`config.mk`:
```
export PLATFORM = sky130hd
export DESIGN_NAME = line_edit_discipline
export DESIGN_NICKNAME = d
export VERILOG_FILES = /design/src/rtl/core/led_pkg.sv /design/src/rtl/core/led_line_mem.sv /design/src/rtl/core/led_ctrl.sv /design/src/rtl/core/line_edit_discipline.sv
export SDC_FILE = /design/constraint.sdc
export NUM_CORES = 1
export LEC_CHECK = 0
export BUFFER_PORTS_ARGS = -buffer_cell sky130_fd_sc_hd__clkbuf_2
export CAP_MARGIN = 15
export CORE_AREA = 5 5 243 245
export CTS_BUF_LIST = sky130_fd_sc_hd__clkbuf_4 sky130_fd_sc_hd__clkbuf_8
export DETAILED_ROUTE_END_ITERATION = 6
export DIE_AREA = 0 0 248 250
export GPL_TIMING_DRIVEN = 0
export PLACE_DENSITY = 0.46
export SYNTH_ARGS = -nofsm -noshare
export SYNTH_HDL_FRONTEND = slang
export SYNTH_SLANG_ARGS = --single-unit
```
`constraint.sdc`:
```
create_clock -name clk -period 8.7 [get_ports clk]
set_clock_uncertainty 0.2 [all_clocks]
set_input_delay 0.87 -clock clk [delete_from_list [all_inputs] [get_ports clk]]
set_output_delay 0.87 -clock clk [all_outputs]
set_load 0.02 [all_outputs]
```
`src/rtl/core/led_pkg.sv`:
```
// Shared types and constants of the line editing block.
`timescale 1ns / 1ps

package led_pkg;

    localparam int BYTE_W   = 8;
    localparam int ACTION_W = 3;
    localparam int CFG_IDX_W = 8;

    // Display action codes.
    localparam logic [ACTION_W-1:0] ACT_ECHO  = 3'd0;
    localparam logic [ACTION_W-1:0] ACT_ERASE = 3'd1;
    localparam logic [ACTION_W-1:0] ACT_WRAP  = 3'd2;
    localparam logic [ACTION_W-1:0] ACT_BELL  = 3'd3;
    localparam logic [ACTION_W-1:0] ACT_END   = 3'd4;

    // Character classes.
    localparam logic [BYTE_W-1:0] SPACE_CHAR = 8'd32;
    localparam logic [BYTE_W-1:0] PRINT_LOW  = 8'd32;
    localparam logic [BYTE_W-1:0] PRINT_HIGH = 8'd126;

    // Register indexes and their reset values.
    localparam logic [CFG_IDX_W-1:0] REG_ERASE = 8'd0;
    localparam logic [CFG_IDX_W-1:0] REG_KILL  = 8'd1;
    localparam logic [CFG_IDX_W-1:0] REG_WORD  = 8'd2;
    localparam logic [CFG_IDX_W-1:0] REG_END   = 8'd3;

    localparam logic [BYTE_W-1:0] RST_ERASE = 8'd127;
    localparam logic [BYTE_W-1:0] RST_KILL  = 8'd21;
    localparam logic [BYTE_W-1:0] RST_WORD  = 8'd23;
    localparam logic [BYTE_W-1:0] RST_END   = 8'd4;

    typedef struct packed {
        logic [BYTE_W-1:0] erase_code;
        logic [BYTE_W-1:0] kill_code;
        logic [BYTE_W-1:0] word_erase_code;
        logic [BYTE_W-1:0] end_code;
    } led_cfg_t;

    typedef struct packed {
        logic                valid;
        logic [ACTION_W-1:0] action;
        logic [BYTE_W-1:0]   out_byte;
        logic                last;
    } led_emit_t;

    typedef struct packed {
        logic busy;
        logic finished;
    } led_status_t;

    typedef enum logic [7:0] {
        S_IDLE   = 8'b0000_0001,
        S_DECIDE = 8'b0000_0010,
        S_KILL   = 8'b0000_0100,
        S_WREAD  = 8'b0000_1000,
        S_WCHK   = 8'b0001_0000,
        S_WFLUSH = 8'b0010_0000,
        S_WRAP   = 8'b0100_0000,
        S_BELL   = 8'b1000_0000
    } led_state_t;

endpackage

```
`src/rtl/core/led_line_mem.sv`:
```
// Line buffer memory: one write port, one read port with registered data.
`timescale 1ns / 1ps

module led_line_mem #(
    parameter int DEPTH = 40,
    parameter int AW    = 6
) (
    input  logic          clk,
    input  logic          wr_en,
    input  logic [AW-1:0] wr_addr,
    input  logic [7:0]    wr_data,
    input  logic          rd_en,
    input  logic [AW-1:0] rd_addr,
    output logic [7:0]    rd_data
);

    logic [7:0] mem [DEPTH];
    logic [7:0] rd_data_reg;

    always_ff @(posedge clk)
    begin
        if (wr_en)
        begin
            mem[wr_addr] <= wr_data;
        end
        if (rd_en)
        begin
            rd_data_reg <= mem[rd_addr];
        end
    end

    assign rd_data = rd_data_reg;

endmodule

```
`src/rtl/core/led_ctrl.sv`:
```
// Line editing sequencer with the shared cursor step unit.
`timescale 1ns / 1ps

module led_ctrl #(
    parameter int LINE_LENGTH = 40,
    parameter int CW          = 6
) (
    input  logic                   clk,
    input  logic                   rst_n,
    input  logic                   in_valid,
    output logic                   in_ready,
    input  logic [7:0]             in_byte,
    input  led_pkg::led_cfg_t      cfg,
    output led_pkg::led_emit_t     emit,
    input  logic                   emit_ready,
    output logic                   wr_en,
    output logic [CW-1:0]          wr_addr,
    output logic [7:0]             wr_data,
    output logic                   rd_en,
    output logic [CW-1:0]          rd_addr,
    input  logic [7:0]             rd_data,
    output led_pkg::led_status_t   status,
    output logic [CW-1:0]          cursor
);

    import led_pkg::*;

    led_state_t      state_reg, state_next;
    logic [7:0]      byte_reg, byte_next;
    logic [CW-1:0]   cursor_reg, cursor_next;
    logic            finished_reg, finished_next;
    logic            phase_reg, phase_next;
    logic            pending_reg, pending_next;

    logic            hit_end, hit_erase, hit_kill, hit_word, is_print, take_print;
    logic            step_dec;
    logic [CW:0]     step_sum;
    logic            cur_zero, cur_one, wrap_full;
    logic            not_space, go_on;

    // Decode of the held byte against the edit codes, in priority order.
    assign cur_zero  = (cursor_reg == '0);
    assign hit_end   = (byte_reg == cfg.end_code) && cur_zero;
    assign hit_erase = (byte_reg == cfg.erase_code);
    assign hit_kill  = (byte_reg == cfg.kill_code);
    assign hit_word  = (byte_reg == cfg.word_erase_code);
    assign is_print  = (byte_reg >= PRINT_LOW) && (byte_reg <= PRINT_HIGH);
    assign take_print = is_print && !hit_end && !hit_erase && !hit_kill && !hit_word;

    // The one cursor adder: increments for an echo, decrements everywhere else.
    assign step_dec  = !((state_reg == S_DECIDE) && take_print);
    assign step_sum  = {1'b0, cursor_reg} + (step_dec ? {(CW+1){1'b1}} : (CW+1)'(1));
    assign cur_one   = (step_sum[CW-1:0] == '0);
    assign wrap_full = (step_sum == (CW+1)'(LINE_LENGTH));

    assign not_space = (rd_data != SPACE_CHAR);
    assign go_on     = !phase_reg || not_space;

    assign rd_addr = step_sum[CW-1:0];
    assign wr_addr = cursor_reg;
    assign wr_data = byte_reg;

    always_comb
    begin
        state_next    = state_reg;
        byte_next     = byte_reg;
        cursor_next   = cursor_reg;
        finished_next = finished_reg;
        phase_next    = phase_reg;
        pending_next  = pending_reg;
        emit          = '0;
        wr_en         = 1'b0;
        rd_en         = 1'b0;

        unique case (state_reg)
            S_IDLE:
            begin
                if (in_valid)
                begin
                    byte_next  = in_byte;
                    state_next = S_DECIDE;
                end
            end
            S_DECIDE:
            begin
                priority if (finished_reg)
                begin
                    state_next = S_IDLE;
                end
                else if (hit_end)
                begin
                    emit = '{valid: 1'b1, action: ACT_END, out_byte: '0, last: 1'b1};
                    if (emit_ready)
                    begin
                        finished_next = 1'b1;
                        state_next    = S_IDLE;
                    end
                end
                else if (hit_erase)
                begin
                    if (cur_zero)
                    begin
                        state_next = S_BELL;
                    end
                    else
                    begin
                        emit = '{valid: 1'b1, action: ACT_ERASE, out_byte: '0, last: 1'b1};
                        if (emit_ready)
                        begin
                            cursor_next = step_sum[CW-1:0];
                            state_next  = S_IDLE;
                        end
                    end
                end
                else if (hit_kill)
                begin
                    state_next = cur_zero ? S_IDLE : S_KILL;
                end
                else if (hit_word)
                begin
                    phase_next   = 1'b0;
                    pending_next = 1'b0;
                    state_next   = cur_zero ? S_IDLE : S_WREAD;
                end
                else if (take_print)
                begin
                    emit = '{valid: 1'b1, action: ACT_ECHO, out_byte: byte_reg,
                             last: !wrap_full};
                    if (emit_ready)
                    begin
                        wr_en = 1'b1;
                        if (wrap_full)
                        begin
                            cursor_next = '0;
                            state_next  = S_WRAP;
                        end
                        else
                        begin
                            cursor_next = step_sum[CW-1:0];
                            state_next  = S_IDLE;
                        end
                    end
                end
                else
                begin
                    state_next = S_BELL;
                end
            end
            S_KILL:
            begin
                emit = '{valid: 1'b1, action: ACT_ERASE, out_byte: '0, last: cur_one};
                if (emit_ready)
                begin
                    cursor_next = step_sum[CW-1:0];
                    if (cur_one)
                    begin
                        state_next = S_IDLE;
                    end
                end
            end
            S_WREAD:
            begin
                rd_en      = 1'b1;
                state_next = S_WCHK;
            end
            S_WCHK:
            begin
                // An erase is held back until the next character shows whether
                // it is the final one of this word erase.
                if (go_on)
                begin
                    if (pending_reg)
                    begin
                        emit = '{valid: 1'b1, action: ACT_ERASE, out_byte: '0, last: 1'b0};
                    end
                    if (!pending_reg || emit_ready)
                    begin
                        cursor_next  = step_sum[CW-1:0];
                        pending_next = 1'b1;
                        phase_next   = phase_reg || not_space;
                        state_next   = cur_one ? S_WFLUSH : S_WREAD;
                    end
                end
                else
                begin
                    emit = '{valid: 1'b1, action: ACT_ERASE, out_byte: '0, last: 1'b1};
                    if (emit_ready)
                    begin
                        state_next = S_IDLE;
                    end
                end
            end
            S_WFLUSH:
            begin
                emit = '{valid: 1'b1, action: ACT_ERASE, out_byte: '0, last: 1'b1};
                if (emit_ready)
                begin
                    state_next = S_IDLE;
                end
            end
            S_WRAP:
            begin
                emit = '{valid: 1'b1, action: ACT_WRAP, out_byte: '0, last: 1'b1};
                if (emit_ready)
                begin
                    state_next = S_IDLE;
                end
            end
            S_BELL:
            begin
                emit = '{valid: 1'b1, action: ACT_BELL, out_byte: '0, last: 1'b1};
                if (emit_ready)
                begin
                    state_next = S_IDLE;
                end
            end
            default:
            begin
                state_next = S_IDLE;
            end
        endcase
    end

    always_ff @(posedge clk or negedge rst_n)
    begin
        if (!rst_n)
        begin
            state_reg    <= S_IDLE;
            cursor_reg   <= '0;
            finished_reg <= 1'b0;
            phase_reg    <= 1'b0;
            pending_reg  <= 1'b0;
        end
        else
        begin
            state_reg    <= state_next;
            cursor_reg   <= cursor_next;
            finished_reg <= finished_next;
            phase_reg    <= phase_next;
            pending_reg  <= pending_next;
        end
    end

    always_ff @(posedge clk)
    begin
        byte_reg <= byte_next;
    end

    assign in_ready        = (state_reg == S_IDLE);
    assign status.busy     = (state_reg != S_IDLE);
    assign status.finished = finished_reg;
    assign cursor          = cursor_reg;

endmodule

```
`src/rtl/core/line_edit_discipline.sv`:
```
// Top level of the canonical terminal line editor.
`timescale 1ns / 1ps

//  Channel   Direction  Signals                                  Carries
//  s_axis    in         s_tvalid s_tready s_tdata[7:0]           in_byte
//  m_axis    out        m_tvalid m_tready m_tdata[15:0] m_tlast  action, out_byte, last
//  cfg       in         cfg_valid cfg_ready cfg_index cfg_data   edit code registers
//
// A small sequencer steps one shared cursor adder over a line buffer with registered reads.
// The input is ready only between items, and a stall on m_tready holds the sequencer at its
// current action. Reset clears cursor, end flag and codes; the buffer is not cleared since
// only entries below the cursor are ever read.

module line_edit_discipline #(
    parameter int LINE_LENGTH = 40
) (
    input  logic        clk,
    input  logic        rst_n,
    // Input stream.
    input  logic        s_tvalid,
    output logic        s_tready,
    input  logic [7:0]  s_tdata,      // [7:0] in_byte
    // Result stream.
    output logic        m_tvalid,
    input  logic        m_tready,
    output logic [15:0] m_tdata,      // [2:0] action, [10:3] out_byte, [15:11] zero
    output logic        m_tlast,      // last result of this input byte
    // Configuration writes.
    input  logic        cfg_valid,
    output logic        cfg_ready,
    input  logic [led_pkg::CFG_IDX_W-1:0] cfg_index,
    input  logic [7:0]  cfg_data
);

    import led_pkg::*;

    localparam int CW = $clog2(LINE_LENGTH);

    led_cfg_t    cfg_reg;
    led_emit_t   emit;
    led_status_t status;
    logic        emit_ready;
    logic        wr_en, rd_en;
    logic [CW-1:0] wr_addr, rd_addr, cursor;
    logic [7:0]  wr_data, rd_data;

    logic                out_valid_reg;
    logic [ACTION_W-1:0] out_action_reg;
    logic [7:0]          out_byte_reg;
    logic                out_last_reg;

    // Edit code registers; writes to unknown indexes are dropped. Configuration is always
    // ready and is expected only while the block is idle.
    assign cfg_ready = 1'b1;

    always_ff @(posedge clk or negedge rst_n)
    begin
        if (!rst_n)
        begin
            cfg_reg.erase_code      <= RST_ERASE;
            cfg_reg.kill_code       <= RST_KILL;
            cfg_reg.word_erase_code <= RST_WORD;
            cfg_reg.end_code        <= RST_END;
        end
        else if (cfg_valid && cfg_ready)
        begin
            unique case (cfg_index)
                REG_ERASE: cfg_reg.erase_code      <= cfg_data;
                REG_KILL:  cfg_reg.kill_code       <= cfg_data;
                REG_WORD:  cfg_reg.word_erase_code <= cfg_data;
                REG_END:   cfg_reg.end_code        <= cfg_data;
                default:
                begin
                end
            endcase
        end
    end

    led_ctrl #(
        .LINE_LENGTH (LINE_LENGTH),
        .CW          (CW)
    ) u_ctrl (
        .clk        (clk),
        .rst_n      (rst_n),
        .in_valid   (s_tvalid),
        .in_ready   (s_tready),
        .in_byte    (s_tdata),
        .cfg        (cfg_reg),
        .emit       (emit),
        .emit_ready (emit_ready),
        .wr_en      (wr_en),
        .wr_addr    (wr_addr),
        .wr_data    (wr_data),
        .rd_en      (rd_en),
        .rd_addr    (rd_addr),
        .rd_data    (rd_data),
        .status     (status),
        .cursor     (cursor)
    );

    led_line_mem #(
        .DEPTH (LINE_LENGTH),
        .AW    (CW)
    ) u_line_mem (
        .clk     (clk),
        .wr_en   (wr_en),
        .wr_addr (wr_addr),
        .wr_data (wr_data),
        .rd_en   (rd_en),
        .rd_addr (rd_addr),
        .rd_data (rd_data)
    );

    // Output register: it takes a new result whenever it is empty or being drained.
    assign emit_ready = !out_valid_reg || m_tready;

    always_ff @(posedge clk or negedge rst_n)
    begin
        if (!rst_n)
        begin
            out_valid_reg <= 1'b0;
        end
        else if (emit_ready)
        begin
            out_valid_reg <= emit.valid;
        end
    end

    always_ff @(posedge clk)
    begin
        if (emit_ready && emit.valid)
        begin
            out_action_reg <= emit.action;
            out_byte_reg   <= emit.out_byte;
            out_last_reg   <= emit.last;
        end
    end

    assign m_tvalid = out_valid_reg;
    assign m_tdata  = {5'b0, out_byte_reg, out_action_reg};
    assign m_tlast  = out_last_reg;

    // The sequencer never offers a result while it is ready for a new byte.
    a_no_emit_when_ready: assert property (@(posedge clk) disable iff (!rst_n)
        s_tready |-> !emit.valid)
        else $error("result offered while input ready");

    // The input is ready only while the sequencer is not busy with a byte.
    a_ready_when_idle: assert property (@(posedge clk) disable iff (!rst_n)
        s_tready |-> !status.busy)
        else $error("input ready while busy");

    // Once the session has ended it stays ended.
    a_finished_sticks: assert property (@(posedge clk) disable iff (!rst_n)
        status.finished |=> status.finished)
        else $error("end flag cleared");

    // The cursor never reaches the line length.
    a_cursor_range: assert property (@(posedge clk) disable iff (!rst_n)
        32'(cursor) < LINE_LENGTH)
        else $error("cursor out of range");

    // A byte taken after the end yields nothing.
    a_ignored_after_end: assert property (@(posedge clk) disable iff (!rst_n)
        (s_tvalid && s_tready && status.finished) |=> !emit.valid)
        else $error("result after end of input");

endmodule

```
---- Word-level counts from Yosys, hierarchy flattened ----
Memory sizes are Yosys's and may differ from the RTL's. A register that Yosys moved wholly into a read port is not among the register bits.
Cells that the tools add are included.
word-level totals
  flip-flop bits (word level) ............. 70
  RAM bits ................................ 320
  memories kept ........................... 1
  output and inout port bits .............. 20
memory list
  memory          depth  bits a word  read ports  clocked after memory_dff  write ports  RTL line            text
  u_line_mem.mem  40     8            1           1                         1            led_line_mem.sv:17  logic [7:0] mem [DEPTH];
cells by class
  equality and inequality tests ........... 34
  $add $sub $neg .......................... 1
  order comparisons ....................... 2
  reduce and logical (&&, ||, !) cells .... 34
  multiplexer cells ....................... 67
operators with widths
  cell                                                 count
  2-to-1 mux 13 bit                                    9
  2-to-1 mux 8 bit                                     14
  2-to-1 mux 6 bit                                     13
  case mux 13 bit (6 select lines)                     1
  case mux 8 bit (6 select lines)                      1
  == test 8 bit                                        4
  == test 8 x 2 -> 1 bit, second input constant        3
  2-to-1 mux 1 bit                                     22
  case mux 6 bit (3 select lines)                      1
  == test 8 x 1 -> 1 bit, second input constant        2
  2-to-1 mux 7 bit                                     2
  zero test 6 bit                                      2
  != test 2 bit, second input constant                 6
  AND reduction 10 bit                                 1
  AND reduction 2 bit                                  5
  != test 3 x 2 -> 1 bit, second input constant        3
  == test 8 x 3 -> 1 bit, second input constant        1
  == test 8 x 4 -> 1 bit, second input constant        1
  == test 8 x 5 -> 1 bit, second input constant        1
  == test 8 x 6 -> 1 bit, second input constant        1
  == test 8 x 7 -> 1 bit, second input constant        1
  == test 8 bit, second input constant                 1
  >= comparator 8 x 6 -> 1 bit, second input constant  1
  <= comparator 8 x 7 -> 1 bit, second input constant  1
  other kinds (19)                                     41

---- Longest topological paths before layout ----
  depth after elaboration ................. 20
  mapped depth ............................ 17
  mapped depth without buffers ............ 14

---- Modules after synthesis ----
A second synthesis with hierarchy kept.
second synthesis, totals
  cells, all modules ...................... 1065
  area, all modules ....................... 17128.9 um^2
modules (own cells, without submodules)
  module                area an instance (um^2)  times used  cells an instance
  led_line_mem          13070.0                  1           696
  led_ctrl              2322.2                   1           274
  line_edit_discipline  1736.7                   1           95

---- Least setup slack after synthesis ----
No wires, ideal clock.
  path kind ............................... register to register
  start ................................... reg u_ctrl.byte_reg[0] (netlist: u_ctrl.wr_data[0])
  end ..................................... reg u_line_mem.rd_data_reg[0] (netlist: u_line_mem.rd_data[0]) (read register of u_line_mem.mem) (data pin)
  library setup time ...................... 0.274 ns
  cell stages (with the launch flop) ...... 17
  data required time ...................... 8.226 ns
  arrival ................................. 4.140 ns
  buffers on the path ..................... 4
  path slack .............................. 4.086 ns
  path through ............................ edfxtp_1 buf_2 xnor2_1 nand2_1 nor4_4 nor3_2 nand2_1 inv_1 fa_1 buf_2 buf_1 clkbuf_1 mux4_2 nand2_1 a31oi_1 a211oi_1 a31oi_1
on the way
  word-level cells in the longest chain between the ends .. 10
ends and longest elaborated chain
  item                                                                  RTL line            text
  start, declared                                                       led_ctrl.sv:29      logic [7:0] byte_reg, byte_next;
  start signal, assigned                                                led_ctrl.sv:246     byte_reg <= byte_next;
  branches (longest 6 deep; another with >= comparator 8 x 6 -> 1 bit)  --
  logical AND 1 bit *                                                   led_ctrl.sv:48      assign take_print = is_print && !hit_end && !hit_erase && !hit_kill && !hit_word;
  logical AND 1 bit *                                                   led_ctrl.sv:51      assign step_dec = !((state_reg == S_DECIDE) && take_print);
  2-to-1 mux 7 bit *                                                    led_ctrl.sv:52      assign step_sum = {1'b0, cursor_reg} + (step_dec ? {(CW+1){1'b1}} : (CW+1)'(1));
  adder 6 x 7 -> 7 bit *                                                led_ctrl.sv:52
  end, declared                                                         led_line_mem.sv:18  logic [7:0] rd_data_reg;
Every way passes the cells marked *.
A chain may end at the register's enable or synchronous reset.

---- Worst setup path after layout ----
  start ................................... reg u_ctrl.byte_reg[3] (netlist: u_ctrl.wr_data[3])
  end ..................................... reg u_line_mem.rd_data_reg[7] (netlist: u_line_mem.rd_data[7]) (read register of u_line_mem.mem) (data pin)
The elaborated chain is that of the path after synthesis.

==> reports/results.ini <==
[critical_path]
crit_family = buffers and inverters
arrival_ns = 6.76
crit_required_ns = 8.84
start_kind = flip-flop
worst-setup-path-type = reg2reg
worstPathCellList = buf_16 > buf_2 > xnor2_1 > nand4_1 > nor2_1 > nor3_2 > nand2_1 > inv_1 > fa_1 > buf_2 > buf_1 > clkbuf_1 > mux4_2 > nand2_1 > a31oi_1 > a211oi_1 > a31oi_1
critPathSlowestCell = edfxtp_1
critPathMaxStageDelay_ns = 0.90
path_buf_inv = 6
crit_fanout = 23
worst-r2r-setup-slack_ns = 2.08
end_kind = flip-flop

[sta]
rsz0062_at_grt = no
finalCritPeriodShare_pct = 76.1
worst_pin_slew_ns = 1.00
whs_ns = 0.218
relSlewSlack_pct = 32.8
tns_ns = 0
setup-violations-final = 0
drv_slew = 0
period_minus_slack_ns = 6.62
fmax_mhz = 151
setup_ws_ns = 2.08
hold_violations = 0

[power]
p_comb_share_pct = 38.8
swShare_pct = 37.4
total_leakage_power_nw = 6.63
power_density_nw_per_um2 = 332
total_power_mw = 6.53
p_seq_share_pct = 35.0
power.share.clock_pct = 26.2
p_int_mw = 4.08
p_sw_mw = 2.44
ir_worst_vdd_uv = 139

[place]
gp_congestion = 0.847
dpl_cell_area_um2 = 18300
dp.cells = 1819
port_buffers = 42
dp_hpwl_um = 29300
post-place-ws_ns = 2.04

[finish]
area_delta_synth_final_pct = 16.9
final_cell_area_um2 = 19700
layout.nets = 1163
final_core_util_pct = 34.6
fill_cells = 5479
antennaDiodeCount = 0
drive_gt1_share_pct = 29.5
largest_reg_flops = 320
layout.cells.non_filler = 1941

[routing]
finalWirelength_um = 43400
via_count = 9396
viasPerCell = 4.84
first_iter_violations = 609
first_pass_iters = 4
post-route-drc-count = 0
ant_nets = 0
wl_per_cell_um = 22.4

[die]
die_area_um2 = 62000
design.core.area_um2 = 56900
fp.dieH_um = 250
die_w_um = 248
rows = 88
initial_utilization_pct = 29.6
ioPinCount = 49

[logic_synthesis]
postSynthCellCount = 995
synthDistinctLibCells = 75
avgSynthCellArea_um2 = 16.9
synth_flop_cell = edfxtp_1
synth-edff-count = 348
ys_ff_latch = 398
async_flop_share_pct = 12.6
ys_seq_area_share_pct = 69.6
yosys_warnings = 0
synth.cell_area_um2 = 16800

[cts]
root_buffer = clkbuf_8
clock_sinks = 398
clk-insertion-delay-late_ns = 0.63
htreeDepth = 3
ctsResizeCount = 0
clkTransAtPathRegs_ns = 0.06
cts_tree = done
cts_buffer_depth = 3
cts_buffers = 70

[global_routing]
top_usage_layer = met2
track_usage_pct = 14.1
grt_pass1_wl_um = 65800
grt.met3_usage_pct = 3.08
grt_pass1_vias = 9941
grtUsageMet2_pct = 21.7
grt_overflow_total = 0
antenna_found_initial = 0
grt_max_degree = 33
grt_use_met1_pct = 20.2

[worst_hold_path]
hold_path.class = in2reg

[job]
cap_viol_max_count = 0

[status]
status = finished clean

kinds of logic after synthesis:
| logic type | after synthesis | synth area share [%] |
|---|---|---|
| adder cells (fa/ha/maj) | 7 | 0.565 |
| AND/OR/NAND/NOR | 284 | 9.05 |
| other | 2 | 0.0446 |
| AO/OA/AOI/OAI | 93 | 4.04 |
| XOR/XNOR | 38 | 1.98 |
| flip-flops | 398 | 69.6 |
| buffers and inverters | 59 | 1.69 |
| multiplexers | 114 | 13.0 |
cells in the mapped netlist (3+ instances only):
cell type	number	area share, %
a31oi_1	19	0.71
nand4b_1	3	0.16
buf_4	6	0.27
nand3b_1	4	0.18
buf_2	21	0.62
xor2_1	10	0.52
mux4_2	80	11
and4b_1	3	0.18
or2_2	5	0.19
nor2_1	62	1.4
nand4_1	8	0.30
and3_1	26	0.97
o211ai_1	6	0.27
o21ai_0	9	0.27
nor4b_1	3	0.16
a211oi_1	12	0.54
clkbuf_1	21	0.47
nor4_1	5	0.19
mux2_2	32	2.1
nand3_1	16	0.48
nand2_1	102	2.3
nand2b_1	4	0.15
inv_1	8	0.18
o31ai_1	4	0.18
a21oi_1	12	0.36
o221ai_1	4	0.21
dfstp_2	16	2.5
ha_1	6	0.45
a311oi_1	8	0.42
edfxtp_1	348	62
nor3_1	10	0.30
dfrtp_1	34	5.1
and2_1	3	0.11
xnor2_1	28	1.5
or3_1	6	0.22
final timing paths:
check,startpoint,to,cells after the start
setup / recovery,u_ctrl.wr_data[3],u_line_mem.rd_data[7],17
hold / removal,s_tdata[6],u_ctrl.wr_data[6],1
setup reg to reg,u_ctrl.wr_data[3],u_line_mem.rd_data[7],17
hold reg to reg,cfg_reg[19],cfg_reg[19],1
max in group asynchronous,rst_n,cfg_reg[29],3
min in group asynchronous,rst_n,u_ctrl.pending_reg,2
what timing repair did:
| item | CTS | global route |
|---|---|---|
| hold buffers | 1 | 0 |
| setup buffers | 0 | 0 |
| endpoints found under the hold margin | 10 | 0 |
layer usage:
| layer | up-vias | part of all wire, % |
|---|---|---|
| met5 | - | 0 |
| met4 | 0 | 2.4 |
| met3 | 60 | 4.2 |
| met2 | 222 | 46 |
| met1 | 4906 | 47 |
| li1 | 4208 | - |
power by group through the flow:
| stage | clock [mW] | sequential (mW) | combinational (mW) |
|---|---|---|---|
| floorplan | 0 | 2.31 | 1.60 |
| global placement | 0 | 2.39 | 2.45 |
| detailed placement | 0 | 2.33 | 2.56 |
| CTS | 1.76 | 2.29 | 2.57 |
| global route | 1.85 | 2.29 | 2.74 |
| finish | 1.71 | 2.29 | 2.53 |
cells in the final DEF (no fill, tap or decap), drive strengths merged, types with 7 or more instances in the layout:
master,Yosys,final
a21oi,13,13
clkbuf,21,151
conb,2,7
mux2,34,34
nand2,103,103
xnor2,28,28
a31oi,19,19
a211oi,12,12
nor3,12,12
dfrtp,34,34
nor4,9,9
clkinv,0,23
buf,30,42
nand3,16,16
xor2,10,10
dfstp,16,16
edfxtp,348,348
and3,26,26
nor2,63,63
nand4,8,8
mux4,80,80
inv,8,12
o21ai,9,9
a311oi,8,8
layout make-up:
| cell class | instances | area, µm² | area share [%] |
|---|---|---|---|
| Buffer | 51 | 255 | 1.30 |
| Clock buffer | 88 | 1100 | 5.58 |
| Clock inverter | 33 | 249 | 1.26 |
| Inverter | 8 | 30.0 | 0.153 |
| Multi-Input combinational cell | 543 | 4850 | 24.6 |
| Sequential cell | 398 | 11700 | 59.5 |
| Tap cell | 765 | 957 | 4.86 |
| Timing Repair Buffer | 55 | 523 | 2.66 |
(Power assumes the default switching activity.)
